$ cat src/rtl/core/stcs_pkg.sv
// stcs_pkg: request types, result codes and fixed sizes of the challenge sampler
// no dependencies; used by sparse_ternary_challenge_sampler
package stcs_pkg;

  localparam int unsigned Degree      = 512;
  localparam int unsigned Weight      = 19;
  localparam int unsigned SignBytes   = 8;
  localparam int unsigned BufferBytes = 84;

  localparam int unsigned PosW   = 9;
  localparam int unsigned CoeffW = 63;
  localparam int unsigned CountW = 5;
  localparam int unsigned IdxW   = 7;

  // occupancy store: one row holds RowBits positions
  localparam int unsigned RowBits = 16;
  localparam int unsigned RowSelW = 4;
  localparam int unsigned Rows    = Degree / RowBits;
  localparam int unsigned RowW    = PosW - RowSelW;

  localparam logic [CoeffW-1:0] ModulusReset = 63'd549824583172097;

  localparam logic KindCoeff  = 1'b0;
  localparam logic KindRehash = 1'b1;

  typedef struct packed {
    logic [7:0] byte_value;
    logic       first_of_challenge;
  } in_t;

  typedef struct packed {
    logic              result_kind;
    logic [PosW-1:0]   coeff_position;
    logic [CoeffW-1:0] coeff_value;
    logic [CountW-1:0] placed_count;
    logic              last;
  } out_t;

endpackage

$ cat src/rtl/core/stcs_ram.sv
// stcs_ram: generic single-port-write, single-port-read ram with registered read
// no dependencies
module stcs_ram #(
  parameter int unsigned Width = 16,
  parameter int unsigned Depth = 32
) (
  input  logic                     clk_i,
  input  logic                     we_i,
  input  logic [$clog2(Depth)-1:0] waddr_i,
  input  logic [Width-1:0]         wdata_i,
  input  logic                     re_i,
  input  logic [$clog2(Depth)-1:0] raddr_i,
  output logic [Width-1:0]         rdata_o
);

  logic [Width-1:0] mem_q [Depth];
  logic [Width-1:0] rdata_q;

  always_ff @(posedge clk_i) begin
    if (we_i) begin
      mem_q[waddr_i] <= wdata_i;
    end
    if (re_i) begin
      rdata_q <= mem_q[raddr_i];
    end
  end

  assign rdata_o = rdata_q;

endmodule

$ cat src/rtl/core/sparse_ternary_challenge_sampler.sv
// sparse_ternary_challenge_sampler: places +1/-1 challenge coefficients from hash bytes
// depends on stcs_pkg and stcs_ram (occupancy rows)
//
//  channel  | direction | handshake               | payload
//  ---------+-----------+-------------------------+------------------------------
//  in       | to block  | in_valid_i / in_stall_o | stcs_pkg::in_t (one hash byte)
//  out      | from block| out_valid_o / out_stall_i| stcs_pkg::out_t (placement or rehash)
//  cfg      | to block  | cfg_we_i                | modulus_q, 63 bits
//
// one byte is taken per cycle unless stalled; a pair reads its occupancy row in the accept
// cycle and checks, writes back and queues its results in the next cycle
// results leave through an OutDepth-entry queue; the input stalls only on the second
// byte of a pair when the queue could not take two more results
// reset is asynchronous; row valid bits clear the occupancy store at once, so no
// clearing pass is needed, and a first_of_challenge byte clears it the same way
module sparse_ternary_challenge_sampler #(
  parameter int unsigned OutDepth = 4
) (
  input  logic                 clk_i,
  input  logic                 rst_ni,
  input  logic                 in_valid_i,
  output logic                 in_stall_o,
  input  stcs_pkg::in_t        in_data_i,
  output logic                 out_valid_o,
  input  logic                 out_stall_i,
  output stcs_pkg::out_t       out_data_o,
  input  logic                 cfg_we_i,
  input  logic [62:0]          cfg_wdata_i
);

  localparam int unsigned PtrW = (OutDepth > 1) ? $clog2(OutDepth) : 1;
  localparam int unsigned CntW = $clog2(OutDepth + 1);
  localparam int unsigned IdxW = stcs_pkg::IdxW;
  localparam int unsigned CW   = stcs_pkg::CountW;

  // configuration
  logic [stcs_pkg::CoeffW-1:0] modulus_q;

  always_ff @(posedge clk_i or negedge rst_ni) begin
    if (!rst_ni) begin
      modulus_q <= stcs_pkg::ModulusReset;
    end else if (cfg_we_i) begin
      modulus_q <= cfg_wdata_i;
    end
  end

  // challenge state
  logic [63:0]     sign_q, sign_d;
  logic [CW-1:0]   placed_q, placed_d;
  logic [IdxW-1:0] idx_q, idx_d;
  logic [7:0]      low_q, low_d;
  logic            first_buf_q, first_buf_d;
  logic            fin_q, fin_d;
  logic [stcs_pkg::Rows-1:0] row_valid_q, row_valid_d;

  // stage 2 registers
  logic                        s2_valid_q;
  logic [stcs_pkg::PosW-1:0]   s2_pos_q;
  logic                        s2_exh_q;
  logic                        s2_row_valid_q;

  // output queue
  stcs_pkg::out_t  oq_q [OutDepth];
  logic [PtrW-1:0] rd_ptr_q, wr_ptr_q;
  logic [CntW-1:0] cnt_q;

  // stage 1: byte classification
  logic            accept, clr;
  logic [IdxW-1:0] eff_idx, idx_inc, pair_off;
  logic            eff_first, eff_fin;
  logic            is_sign, is_low, is_high, exhaust;
  logic [stcs_pkg::PosW-1:0] pos1;
  logic            rd_en;

  assign accept = in_valid_i && !in_stall_o;
  assign clr    = accept && in_data_i.first_of_challenge;

  always_comb begin
    eff_idx   = clr ? '0 : idx_q;
    eff_first = clr ? 1'b1 : first_buf_q;
    eff_fin   = clr ? 1'b0 : fin_q;
    is_sign   = eff_first && (eff_idx < IdxW'(stcs_pkg::SignBytes));
    pair_off  = eff_idx - (eff_first ? IdxW'(stcs_pkg::SignBytes) : '0);
    is_low    = !is_sign && !pair_off[0];
    is_high   = !is_sign && pair_off[0];
    idx_inc   = eff_idx + IdxW'(1);
    exhaust   = is_high && (idx_inc >= IdxW'(stcs_pkg::BufferBytes - 1));
  end

  // position is the 16-bit pair mod 512
  assign pos1  = {in_data_i.byte_value[0], low_q};
  assign rd_en = accept && !eff_fin && is_high;

  // stage 2: occupancy check
  logic [stcs_pkg::RowBits-1:0] row_rdata, row_cur, row_wdata;
  logic                         occupied, place, fin_new, push_rehash;
  logic [CW-1:0]                placed_inc;
  logic [stcs_pkg::CoeffW-1:0]  coeff_val;
  logic                         ram_we;
  stcs_pkg::out_t               res_coeff, res_rehash;

  stcs_ram #(
    .Width (stcs_pkg::RowBits),
    .Depth (stcs_pkg::Rows)
  ) u_occ_ram (
    .clk_i   (clk_i),
    .we_i    (ram_we),
    .waddr_i (s2_pos_q[stcs_pkg::PosW-1:stcs_pkg::RowSelW]),
    .wdata_i (row_wdata),
    .re_i    (rd_en),
    .raddr_i (pos1[stcs_pkg::PosW-1:stcs_pkg::RowSelW]),
    .rdata_o (row_rdata)
  );

  always_comb begin
    row_cur    = s2_row_valid_q ? row_rdata : '0;
    occupied   = row_cur[s2_pos_q[stcs_pkg::RowSelW-1:0]];
    place      = s2_valid_q && !occupied;
    placed_inc = placed_q + CW'(1);
    fin_new    = place && (placed_inc >= CW'(stcs_pkg::Weight));
    row_wdata  = row_cur;
    row_wdata[s2_pos_q[stcs_pkg::RowSelW-1:0]] = 1'b1;
    // a clearing byte in the same cycle drops the old challenge's write
    ram_we     = place && !clr;
    coeff_val  = sign_q[0] ? (modulus_q - stcs_pkg::CoeffW'(1)) : stcs_pkg::CoeffW'(1);
    push_rehash = s2_valid_q && s2_exh_q && !fin_new;

    res_coeff.result_kind    = stcs_pkg::KindCoeff;
    res_coeff.coeff_position = s2_pos_q;
    res_coeff.coeff_value    = coeff_val;
    res_coeff.placed_count   = placed_inc;
    res_coeff.last           = fin_new;

    res_rehash.result_kind    = stcs_pkg::KindRehash;
    res_rehash.coeff_position = '0;
    res_rehash.coeff_value    = '0;
    res_rehash.placed_count   = place ? placed_inc : placed_q;
    res_rehash.last           = 1'b0;
  end

  // next state
  always_comb begin
    sign_d      = place ? (sign_q >> 1) : sign_q;
    placed_d    = place ? placed_inc : placed_q;
    fin_d       = fin_q || fin_new;
    row_valid_d = row_valid_q;
    if (ram_we) begin
      row_valid_d[s2_pos_q[stcs_pkg::PosW-1:stcs_pkg::RowSelW]] = 1'b1;
    end
    idx_d       = idx_q;
    first_buf_d = first_buf_q;
    low_d       = low_q;
    if (clr) begin
      sign_d      = '0;
      placed_d    = '0;
      fin_d       = 1'b0;
      row_valid_d = '0;
      idx_d       = '0;
      first_buf_d = 1'b1;
      low_d       = '0;
    end
    if (accept && !eff_fin) begin
      idx_d       = exhaust ? '0 : idx_inc;
      first_buf_d = exhaust ? 1'b0 : eff_first;
      if (is_sign) begin
        sign_d[{eff_idx[2:0], 3'b000} +: 8] = in_data_i.byte_value;
      end
      if (is_low) begin
        low_d = in_data_i.byte_value;
      end
    end
  end

  always_ff @(posedge clk_i or negedge rst_ni) begin
    if (!rst_ni) begin
      sign_q         <= '0;
      placed_q       <= '0;
      fin_q          <= 1'b0;
      row_valid_q    <= '0;
      idx_q          <= '0;
      first_buf_q    <= 1'b1;
      low_q          <= '0;
      s2_valid_q     <= 1'b0;
      s2_pos_q       <= '0;
      s2_exh_q       <= 1'b0;
      s2_row_valid_q <= 1'b0;
    end else begin
      sign_q         <= sign_d;
      placed_q       <= placed_d;
      fin_q          <= fin_d;
      row_valid_q    <= row_valid_d;
      idx_q          <= idx_d;
      first_buf_q    <= first_buf_d;
      low_q          <= low_d;
      s2_valid_q     <= rd_en;
      s2_pos_q       <= pos1;
      s2_exh_q       <= exhaust;
      s2_row_valid_q <= row_valid_q[pos1[stcs_pkg::PosW-1:stcs_pkg::RowSelW]];
    end
  end

  // output queue, up to two pushes per cycle
  logic            pop;
  logic [1:0]      n_push;
  logic [PtrW-1:0] wr_ptr_nx;
  logic            next_pair;
  logic [IdxW-1:0] st_off;
  logic [CntW:0]   worst_cnt;

  assign pop       = out_valid_o && !out_stall_i;
  assign n_push    = {1'b0, place} + {1'b0, push_rehash};
  assign wr_ptr_nx = (wr_ptr_q == PtrW'(OutDepth - 1)) ? '0 : wr_ptr_q + PtrW'(1);

  always_ff @(posedge clk_i or negedge rst_ni) begin
    if (!rst_ni) begin
      rd_ptr_q <= '0;
      wr_ptr_q <= '0;
      cnt_q    <= '0;
    end else begin
      if (pop) begin
        rd_ptr_q <= (rd_ptr_q == PtrW'(OutDepth - 1)) ? '0 : rd_ptr_q + PtrW'(1);
      end
      if (n_push == 2'd2) begin
        wr_ptr_q <= (wr_ptr_nx == PtrW'(OutDepth - 1)) ? '0 : wr_ptr_nx + PtrW'(1);
      end else if (n_push == 2'd1) begin
        wr_ptr_q <= wr_ptr_nx;
      end
      cnt_q <= cnt_q + CntW'(n_push) - CntW'(pop);
    end
  end

  always_ff @(posedge clk_i) begin
    if (n_push != 2'd0) begin
      oq_q[wr_ptr_q] <= place ? res_coeff : res_rehash;
    end
    if (n_push == 2'd2) begin
      oq_q[wr_ptr_nx] <= res_rehash;
    end
  end

  assign out_valid_o = (cnt_q != '0);
  assign out_data_o  = oq_q[rd_ptr_q];

  // only the second byte of a pair makes results; hold it off when the queue could overflow
  always_comb begin
    st_off    = idx_q - (first_buf_q ? IdxW'(stcs_pkg::SignBytes) : '0);
    next_pair = !fin_q && !(first_buf_q && (idx_q < IdxW'(stcs_pkg::SignBytes)))
                && st_off[0];
    worst_cnt = {1'b0, cnt_q} + (s2_valid_q ? (CntW+1)'(2) : '0);
  end

  assign in_stall_o = next_pair && (worst_cnt > (CntW+1)'(OutDepth - 2));

endmodule
$ cat config.mk
export PLATFORM = sky130hd
export DESIGN_NAME = sparse_ternary_challenge_sampler
export DESIGN_NICKNAME = d
export VERILOG_FILES = /design/src/rtl/core/stcs_pkg.sv /design/src/rtl/core/stcs_ram.sv /design/src/rtl/core/sparse_ternary_challenge_sampler.sv
export SDC_FILE = /design/constraint.sdc
export NUM_CORES = 1
export LEC_CHECK = 0
export ABC_AREA = 0
export BUFFER_PORTS_ARGS = -buffer_cell sky130_fd_sc_hd__buf_2
export CORE_ASPECT_RATIO = 0.9
export CORE_MARGIN = 2
export CORE_UTILIZATION = 52
export CTS_BUF_LIST = sky130_fd_sc_hd__clkbuf_8
export DETAILED_ROUTE_END_ITERATION = 7
export GPL_TIMING_DRIVEN = 0
export PLACE_DENSITY_LB_ADDON = 0.25
export SLEW_MARGIN = 20
export SYNTH_ARGS = -nofsm -noshare
export SYNTH_HDL_FRONTEND = slang
export SYNTH_SLANG_ARGS = --single-unit
export TNS_END_PERCENT = 5
$ cat constraint.sdc
create_clock -name clk_i -period 10.8 [get_ports clk_i]
set_clock_uncertainty 0.1 [all_clocks]
set_input_delay 0.54 -clock clk_i [delete_from_list [all_inputs] [get_ports clk_i]]
set_output_delay 0.54 -clock clk_i [all_outputs]
set_load 0.02 [all_outputs]
==> metrics.md <==
| Metric | Value |
|---|---|
| Clock insertion delay at the later pin of the skew report | `around 0.83 ns` |
| Sequential element share of the synthesized area | `64.7%` |
| Tcrit/Tclk final | `60.1%` |
| Pwr Total | `11.9 mW` |
| Mux share of post-synthesis cell area | `between 10% and 20%` |
| Async SR Flop Fraction | `19.2%` |
| TritonCTS Sinks | `1,044` |
| Reg-to-Reg Start | `s2_pos_q[0]$_DFF_PN0_` |
| CTS resizes | `0` |
| Htree depth | `4` |
| Drt drc | `0` |
| GRT Residual Overflow | `0` |
| Reg-to-reg critical path endpoint | `oq_q[3][5]$_DFFE_PP_` |
| Most used flip-flop cell after synthesis | `edfxtp_1` |
| Largest family of logic cells by synthesized area | `multiplexers` |
| Critical Path AT | `6.95 ns` |
| GRT busiest layer | `met2` |
| Worst Path Class, Setup | `reg2reg` |
| CP Max Fanout | `10` |
| Max_cap viols | `0` |
| Routed wire length per instance | `25.6 µm` |
| Hold WC Path Type | `in2async` |
| Starting DRT DRC Count | `2,723` |
| Final hold violation count | `0` |
| DR pass1 iterations | `6` |
| Vias per Instance | `6.20` |
| Fin. max-slew vios | `0` |
| Post-Synth XOR/XNOR Area | `1.43%` |
| Unrepaired setup endpoints after global routing | `no` |
| Final setup violation count | `0` |
| Final Critical Period | `6.49 ns` |
| Max incr delay on CP | `1.00 ns` |
| Worst IR Drop VDD | `0.166 mV` |
| Worst path most repeated cell | `buf_2` |
| Core Region | `roughly 0.081 mm²` |
| P_leak | `17.4 nW` |
| Distinct cells, synth | `76` |
| Global-route wire length before repair | `168 mm` |
| FILL cells | `5,968` |
| Synth-to-Final Area Change | `15.8%` |
| Clock tree from TritonCTS | `yes` |
| PwrDens | `243 mW/mm²` |
| Initial core utilization | `52.4%` |
| # port buffers | `150` |
| Outcome | `completed` |
| GRT met2 Usage | `approximately two fifths` |
| Post-synth EDFFs | `about 550` |
| Post-synthesis simple-gate area fraction | `between 5 and 6%` |
| Placed insts | `around 4,000` |
| Clk buf depth | `3` |
| Worst Path Required | `between 10 and 15 ns` |
| Mapped cell area | `about 0.042 mm²` |
| Post-CTS setup buffers | `0` |
| Largest net degree at the start of global routing | `90` |
| CP startpoint kind | `register` |
| I/O Pins | `between 150 and 200` |
| CTS buffer count | `164` |
| Total GRT Usage | `26.7%` |
| Fmax | `0.154 GHz` |
| Initial antenna violation count | `1` |
| Reg2Reg Depth | `14` |
| CP Cell Sequence | `buf_2 > a2111oi_0 > nor4_4 > nor3_1 > clkbuf_1 > buf_2 > nand2_1 > and3_1 > ha_1 > buf_1 > a32oi_1 > buf_2 > buf_2 > inv_1` |
| Die area | `roughly 0.084 mm²` |
| Yosys reg bits | `approximately 1,000` |
| Ys Warns | `0` |
| Fin cells | `between 4,000 and 5,000` |
| DR vias | `27,000` |
| Final wirelength | `112 mm` |
| Clock transition at path regs | `0.06 ns` |
| Final ANT Viol Nets | `0` |
| Compound-Gate Fraction of Synth Area | `roughly 8.9%` |
| Met3 usage | `under 10%` |
| GR Util met1 | `37.6%` |
| Avg Inst Size Synth | `15.5 µm²` |
| Worst Tran Pin Value | `1.26 ns` |
| Vias in the first global route | `27,300` |
| Final HPWL DP | `around 76 mm` |
| Setup crit end kind | `register` |
| Critical-path top delay cell | `a32oi_1` |
| Post-Syn Nets | `2,826` |
| Gpl congestion | `0.899` |
| Worst relative slew slack | `16.0%` |
| Reg2reg setup slack | `roughly 4.3 ns` |
| Root Driver | `clkbuf_8` |
| Gate Count Post-Synth | `2,729` |
| Die width | `305 µm` |
| Layout cell share with drive strength beyond 1 | `25.7%` |
| CTS Hold Bufs | `68` |
| # rows | `99` |
| Die height | `275 µm` |
| Post-synthesis adder-cell area fraction | `0.608%` |
| Final net count | `3,249` |
| Setup TNS Final | `0 ns` |
| WHS | `0.115 ns` |
-- Yosys cell counts (3+ instances only) --
master / instances / area share, %
o21ai_0: 73 / 0.86
mux4_2: 249 / 13
nand3_1: 23 / 0.27
edfxtp_1: 548 / 39
or3_1: 7 / 0.10
and2_1: 12 / 0.18
or2_2: 7 / 0.10
nor3_1: 36 / 0.43
nand4_1: 3 / 0.044
nor4_1: 22 / 0.32
nand2b_1: 18 / 0.27
o31ai_1: 8 / 0.14
and3_1: 5 / 0.074
nor4_2: 3 / 0.089
dfstp_2: 15 / 0.93
nand2_1: 187 / 1.7
dfrtp_1: 185 / 11
nand4b_1: 5 / 0.10
ha_1: 19 / 0.56
mux2_2: 67 / 1.8
buf_1: 43 / 0.38
dfxtp_1: 296 / 14
clkbuf_1: 120 / 1.1
a32oi_1: 4 / 0.083
a22o_1: 33 / 0.68
nor4b_1: 3 / 0.062
o22ai_1: 19 / 0.28
nor2_1: 130 / 1.2
mux2i_1: 66 / 1.6
a21oi_1: 18 / 0.21
a211oi_1: 4 / 0.071
or4_1: 4 / 0.071
a32o_1: 19 / 0.45
xnor2_1: 32 / 0.66
nor2b_1: 13 / 0.19
nand3b_1: 8 / 0.14
inv_1: 35 / 0.31
buf_2: 30 / 0.35
a31oi_1: 34 / 0.50
a41oi_1: 5 / 0.10
xor2_1: 37 / 0.76
o2bb2ai_1: 241 / 5.0
-- registers in the layout, indices dropped and copies added, names as in the netlist, 2 cells and up --
register	cells
u_occ_ram.mem_q	512
oq_q	316
sign_q	64
modulus_q	63
row_valid_q	32
u_occ_ram.rdata_o	16
s2_pos_q	9
low_q	8
idx_q	7
placed_q	5
cnt_q	3
rd_ptr_q	2
wr_ptr_q	2
-- worst max-delay path, delay by kind of cell (launching register included) --
family	cells	cell delay (ns)
flip-flops	1	0.47
AND/OR/NAND/NOR	4	1.31
buffers and inverters	7	2.26
AO/OA/AOI/OAI	2	1.85
adder cells (fa/ha/maj)	1	0.22
-- kinds of logic (layout without fill, tap and decap cells) --
| kind of cell | Yosys count | after routing |
|---|---|---|
| and+or+nand+nor | 503 | 503 |
| muxes | 382 | 382 |
| buffers and inverters | 230 | 791 |
| DFF | 1044 | 1044 |
| xor gates and xnor gates | 69 | 69 |
| adders and majority gates | 20 | 20 |
| other | 0 | 1 |
| AOI/OAI and AO/OA | 481 | 481 |
-- through the flow --
stage / utilization (%) / instance area, µm² / setup slack, ns
global route: 60.7 / 49100 / 4.15
global placement: 55.0 / 44400 / 4.36
CTS: 60.6 / 49000 / 4.59
finish: 60.7 / 49100 / 4.31
floorplan: - / 42400 / 6.79
detailed placement: 55.9 / 45200 / 4.63
-- final cells by class --
type,instances,area (µm²),area share (%)
clock buffer,190,2620,5.33
buffer,194,785,1.60
inverter,36,135,0.275
timing repair buffer,257,1940,3.96
multi-input combinational,1455,14300,29.2
tap,1060,1330,2.70
sequential,1044,27400,55.8
antenna,1,2.50,0.00510
clock inverter,114,522,1.06
-- metal layers --
layer	vias to the layer above	routed length, µm
li1	11600	-
met5	-	0
met3	283	8490
met1	13800	47100
met2	1278	51700
met4	0	4240
-- how the worst max path moves through the flow --
stage / endpoint / cells after the start / start / slack, ns
after floorplan: sign_q[40]$_DFF_PN0_ / 14 / cnt_q[1]$_DFF_PN0_ / 6.79
after global placement: u_occ_ram.mem_q[0][9]$_DFFE_PP_ / 9 / s2_pos_q[0]$_DFF_PN0_ / 4.36
after detailed placement: oq_q[3][2]$_DFFE_PP_ / 14 / s2_pos_q[0]$_DFF_PN0_ / 4.63
after CTS: oq_q[3][5]$_DFFE_PP_ / 14 / s2_pos_q[0]$_DFF_PN0_ / 4.59
after global routing: oq_q[2][5]$_DFFE_PP_ / 15 / s2_pos_q[0]$_DFF_PN0_ / 4.15
final: oq_q[3][5]$_DFFE_PP_ / 14 / s2_pos_q[0]$_DFF_PN0_ / 4.31
-- cell usage in the layout (no fill, tap or decap), drive strengths merged, types with 68 or more instances in the layout --
cell type    count
inv            115
o2bb2ai        241
nor2           130
edfxtp         548
dlygate4sd3     68
dfxtp          296
buf            257
dfrtp          185
clkbuf         316
nand2          187
mux4           249
o21ai           73
-- where the power goes --
group | total [mW] | switching (mW) | leakage [nW] | internal, mW
logic | 3.65 | 2.14 | 5.52 | 1.51
clock network | 3.17 | 1.54 | 1.89 | 1.63
registers | 5.10 | 0.283 | 10.0 | 4.81
total | 11.9 | 3.97 | 17.4 | 7.95
No activity file was read; power rests on OpenSTA's default activity.
